--- src/design/b2da_pkg.sv ---
// ----------------------------------------------------------------------------
// b2da_pkg
// Shared types and constants of the binary to decimal ASCII converter.
// ----------------------------------------------------------------------------
package b2da_pkg;

  localparam int WORD_W  = 32;
  localparam int CHAR_W  = 6;
  localparam int DIGIT_W = 4;

  // Reciprocal of ten: floor(x * RECIP_10 / 2^RECIP_SHIFT) == x / 10 for 32-bit x
  localparam logic [WORD_W-1:0] RECIP_10    = 32'hCCCC_CCCD;
  localparam int                RECIP_SHIFT = 35;

  typedef logic [DIGIT_W-1:0] digit_t;
  typedef logic [CHAR_W-1:0]  char_t;

  localparam char_t CHAR_ZERO  = 6'd48;
  localparam char_t CHAR_MINUS = 6'd45;

endpackage

--- src/design/b2da_serializer.sv ---
// ----------------------------------------------------------------------------
// b2da_serializer
// Output stage: hold one converted number and send its text one character
// per beat, sign first, then digits from the highest nonzero one down.
// ----------------------------------------------------------------------------
module b2da_serializer #(
  parameter int DIGITS = 10,
  parameter int TOP_W  = 4
) (
  input  logic                           clk,
  input  logic                           rst,
  input  logic                           in_valid,
  output logic                           in_ready,
  input  logic                           in_neg,
  input  b2da_pkg::digit_t [DIGITS-1:0]  in_digits,
  input  logic [TOP_W-1:0]               in_top,
  output logic                           char_valid,
  input  logic                           char_ready,
  output b2da_pkg::char_t                text_char,
  output logic                           last_char
);
  import b2da_pkg::*;

  logic                 busy;
  logic                 show_sign;
  logic [TOP_W-1:0]     pos;
  digit_t [DIGITS-1:0]  dig;
  logic                 char_fire;
  logic                 load;

  assign char_valid = busy;
  assign text_char  = show_sign ? CHAR_MINUS : (CHAR_ZERO + CHAR_W'(dig[pos]));
  assign last_char  = !show_sign && (pos == '0);
  assign char_fire  = busy && char_ready;
  assign in_ready   = !busy || (char_ready && last_char);
  assign load       = in_valid && in_ready;

  // Step through the characters; reload right after the final one
  always_ff @(posedge clk) begin
    if (rst) begin
      busy      <= 1'b0;
      show_sign <= 1'b0;
    end else if (load) begin
      busy      <= 1'b1;
      show_sign <= in_neg;
    end else if (char_fire) begin
      if (show_sign) begin
        show_sign <= 1'b0;
      end else if (pos == '0) begin
        busy <= 1'b0;
      end
    end
  end

  // Hold the digits and the position of the next digit to send
  always_ff @(posedge clk) begin
    if (load) begin
      dig <= in_digits;
      pos <= in_top;
    end else if (char_fire && !show_sign && (pos != '0)) begin
      pos <= pos - TOP_W'(1);
    end
  end

  a_sign_needs_busy : assert property (@(posedge clk) disable iff (rst)
    show_sign |-> busy)
    else $error("sign pending while serializer idle");

  a_digit_range : assert property (@(posedge clk) disable iff (rst)
    (busy && !show_sign) |-> (dig[pos] <= 4'd9))
    else $error("decimal digit out of range");

  a_drain_idle : assert property (@(posedge clk) disable iff (rst)
    (char_fire && last_char && !in_valid) |=> !busy)
    else $error("serializer stayed busy after final character");

  a_mid_busy : assert property (@(posedge clk) disable iff (rst)
    (char_fire && !last_char) |=> busy)
    else $error("serializer dropped a number before its final character");

endmodule

--- config.mk ---
export PLATFORM = sky130hd
export DESIGN_NAME = b2da_serializer
export DESIGN_NICKNAME = d
export VERILOG_FILES = /design/src/design/b2da_pkg.sv /design/src/design/b2da_serializer.sv
export SDC_FILE = /design/constraint.sdc
export NUM_CORES = 1
export LEC_CHECK = 0
export ABC_AREA = 1
export BUFFER_PORTS_ARGS = -buffer_cell sky130_fd_sc_hd__buf_2
export CORE_MARGIN = 2
export CORE_UTILIZATION = 46
export CTS_BUF_LIST = sky130_fd_sc_hd__clkbuf_16
export CTS_CLUSTER_SIZE = 12
export DETAILED_ROUTE_END_ITERATION = 6
export PLACE_DENSITY_LB_ADDON = 0.2
export SYNTH_ARGS = -nofsm -noshare
export SYNTH_HDL_FRONTEND = slang
export SYNTH_SLANG_ARGS = --single-unit
--- constraint.sdc ---
create_clock -name clk -period 1.7 [get_ports clk]
set_clock_uncertainty 0.05 [all_clocks]
set_input_delay 0.34 -clock clk [delete_from_list [all_inputs] [get_ports clk]]
set_output_delay 0.34 -clock clk [all_outputs]
set_load 0.005 [all_outputs]
==> impl_summary.log <==
[metrics] synthesized instance count: 170
[metrics] crit path launch type: flop
[metrics] Ports: 58
[metrics] clock latency of the later-clocked register in the worst-skew pair: 0.28 ns
[metrics] number of distinct library cells after synthesis: 28
[metrics] fraction of layout instances using a drive strength above 1: 48.0%
[metrics] via count of the first global-routing pass: 1436
[metrics] synth top area cells: sky130_fd_sc_hd__edfxtp_1 (65%), sky130_fd_sc_hd__nand2_1 (4.1%), sky130_fd_sc_hd__nor2_1 (4.1%), sky130_fd_sc_hd__nand3_1 (3.0%), sky130_fd_sc_hd__o211ai_1 (2.6%)
[metrics] H-tree depth: 2
[metrics] power share of the combinational group: 19.8%
[metrics] global-route total usage across every layer: 17.7%
[metrics] drt pass-1 iters: 4
[metrics] total design power: 0.00305 W
[metrics] max-slew violation total from the final report: 0
[metrics] Via-to-Cell Ratio: 4.89
[metrics] global-route wire length before repair: 6.68 mm
[metrics] highest fanout seen on the critical path: 21
[metrics] final hold violations: 0
[metrics] number of synthesized register bits: 46
[metrics] status: finished, violations left
[metrics] area added between synthesis and finish: 43.0%
[metrics] element type at the critical path end: output port
[metrics] worst hold slack after final layout: 0.176 ns
[metrics] most frequent cells in the layout: sky130_fd_sc_hd__buf_2 (55), sky130_fd_sc_hd__edfxtp_1 (44), sky130_fd_sc_hd__nand2_1 (22)
[metrics] antenna violation net count after detailed routing: 0
[metrics] cell count after placement: 278
[metrics] switching pwr: 0.000739 W
[metrics] top cell type by total area after synthesis: sky130_fd_sc_hd__edfxtp_1
[metrics] Post-Syn Nets: 221
[metrics] CTS clk-pin slew, worst paths: 0.06 ns
[metrics] Mean Syn Cell Area: 12.0 µm²
[metrics] worst path arrival time: 1.62 ns
[metrics] largest net degree at the start of global routing: 25
[metrics] class of the worst hold path: input pin to flop
[metrics] achievable frequency: 498 MHz
[metrics] number of filler cells placed in the layout: 316
[metrics] max_cap viols: 0
[metrics] RSZ-0062 raised after global routing: true
[metrics] sequential fraction of the synthesis area: 66.9%
[metrics] worst voltage drop across the vdd grid: 0.763 mV
[metrics] final period utilization: 118%
[metrics] placement-stage worst setup slack: -0.0513 ns
[metrics] PD cells: 1050 mW/mm²
[metrics] Num Clock Sinks: 46
[metrics] number of buffer cells added on primary ports: 56
[metrics] final setup margin: -0.310 ns
[metrics] area share of the largest cell type after synthesis: 64.9%
[metrics] die height: 70.5 µm
[metrics] Internal Pwr Total: 0.00231 W
[metrics] violations in the final reports: negative setup slack
[metrics] per-cell routed wire length: 14.0 µm
[metrics] YS warnings: 0
[metrics] leakage power: 1.22 nW
[metrics] sw frac: 24.3%
[metrics] nets: 300
[metrics] antenna cells: 0
[metrics] total wire length: 4.23 mm
[metrics] setup TNS: -7.88 ns
[metrics] Clk Tree Root Cell: sky130_fd_sc_hd__clkbuf_16
[metrics] TritonCTS clock tree: built
[metrics] critical path data required time: 1.31 ns
[metrics] vias post-DR: 1476
[metrics] detailed placement HPWL: 2.52 mm
[metrics] total global routing overflow: 0
[metrics] width of the die: 70.5 µm
[metrics] number of buffers created by CTS: 5
[metrics] post-route minimum period: 2.01 ns
[metrics] leading cell type in the layout, fill and taps excluded: sky130_fd_sc_hd__buf_2
[metrics] die outline area: 0.00497 mm²
[metrics] core region area: 0.00429 mm²
[metrics] synthesized cell area: 0.00204 mm²
[metrics] post-route non-filler standard cell count: 302
[metrics] initial detailed-routing violation count: 59
[metrics] clock power share: 34.9%
[metrics] number of antenna violations at the first check in global routing: 0
[metrics] total setup violations reported at the end of the flow: 54
[metrics] starting utilization of the core area: 47.4%
[metrics] GPL Wtd Cong: 0.814
[metrics] type of the setup path with the least slack: flop to output port
[metrics] CTS Buffer Depth: 2
[metrics] Seq pwr share: 45.3%
[metrics] number of placement rows: 24
[metrics] Remaining DRCs: 0
## worst max-delay path, stage by stage (launching register included)
cell                       delay (ns)
sky130_fd_sc_hd__edfxtp_1        0.47
sky130_fd_sc_hd__inv_2           0.13
sky130_fd_sc_hd__buf_12          0.17
sky130_fd_sc_hd__nor2_2          0.05
sky130_fd_sc_hd__o211ai_1        0.22
sky130_fd_sc_hd__nand3_1         0.12
sky130_fd_sc_hd__nand2_1         0.08
sky130_fd_sc_hd__buf_2           0.11
## cell usage after synthesis
cell type	instances
sky130_fd_sc_hd__nand2_4	3
sky130_fd_sc_hd__edfxtp_1	44
sky130_fd_sc_hd__conb_1	1
sky130_fd_sc_hd__or2_2	1
sky130_fd_sc_hd__nand3_1	12
sky130_fd_sc_hd__nand2_1	22
sky130_fd_sc_hd__inv_8	1
sky130_fd_sc_hd__nand3_2	1
sky130_fd_sc_hd__xor2_1	1
sky130_fd_sc_hd__xnor2_1	1
sky130_fd_sc_hd__inv_1	11
sky130_fd_sc_hd__ha_1	2
sky130_fd_sc_hd__nor2_4	1
sky130_fd_sc_hd__nor2_1	22
sky130_fd_sc_hd__buf_6	1
sky130_fd_sc_hd__clkinv_8	1
sky130_fd_sc_hd__nand2_2	4
sky130_fd_sc_hd__nor3_1	1
sky130_fd_sc_hd__buf_4	3
sky130_fd_sc_hd__buf_2	4
sky130_fd_sc_hd__o21ai_2	4
sky130_fd_sc_hd__a21oi_1	6
sky130_fd_sc_hd__inv_2	1
sky130_fd_sc_hd__dfxtp_1	2
sky130_fd_sc_hd__o21ai_1	10
sky130_fd_sc_hd__o211ai_1	7
sky130_fd_sc_hd__o21ai_0	2
sky130_fd_sc_hd__o31ai_1	1
## state kept, by name (all words and copies together) (netlist names)
| name | cells |
|---|---|
| pos | 4 |
| char_valid | 1 |
| dig | 40 |
| show_sign | 1 |
## final timing paths
check                                        startpoint                      end  slack [ns]  cells after the start
worst max-delay path                   pos[0]$_DFFE_PP_             text_char[2]       -0.31                      7
worst min-delay path                                rst   show_sign$_SDFFE_PP0P_        0.18                      2
worst max register to register         pos[0]$_DFFE_PP_         pos[2]$_DFFE_PP_       -0.15                     11
worst min register to register  char_valid$_SDFFE_PP0P_  char_valid$_SDFFE_PP0P_        0.56                      2
## kinds of logic (layout without fill, tap and decap cells)
kind of cell	after synthesis	count (layout)	synth area share, %
and+or+nand+nor	67	67	15.5
DFF	46	46	66.9
other	1	1	0.184
AOI/OAI and AO/OA	30	30	9.10
buffers and inverters	22	102	6.21
xor gates and xnor gates	2	2	0.861
adders and majority gates	2	2	1.23
## final cells by class
type | count | area, µm² | area share (%)
well taps | 52 | 65.1 | 2.23
repair buffers | 74 | 503 | 17.3
multi-input cells | 102 | 637 | 21.9
repair inverters | 6 | 93.8 | 3.22
flip-flops and latches | 46 | 1360 | 46.8
clock inverters | 3 | 40.0 | 1.38
inverters | 14 | 86.3 | 2.97
clock buffers | 5 | 125 | 4.30
## layer usage
layer / share of wire [%] / vias to the layer above / track usage (%)
met4: 1.3 / 0 / 5.77
met3: 4.0 / 7 / 3.03
li1: - / 745 / -
met5: 0 / - / 0
met1: 42 / 684 / 25.1
met2: 52 / 40 / 28.0
## metrics by stage
stage	area, µm²	util (%)
after detailed placement	2430	56.6
final	2910	67.8
after global routing	2910	67.8
after floorplan	2060	-
after CTS	2740	63.7
after global placement	2430	56.6
## timing repair
action,CTS,global route
pin swaps,5,1
resized for setup,13,13
endpoints found under the setup margin,50,54
cloned,3,3
buffers inserted,3,7
hold buffers,0,0
## power groups by stage
stage	combinational (W)	clock, W	sequential [W]
after floorplan	0.000301	0	0.00139
after global placement	0.000468	0	0.00140
after detailed placement	0.000472	0	0.00140
after CTS	0.000532	0.00108	0.00138
after global routing	0.000669	0.00114	0.00139
final	0.000604	0.00106	0.00138
(Power assumes the default switching activity.)
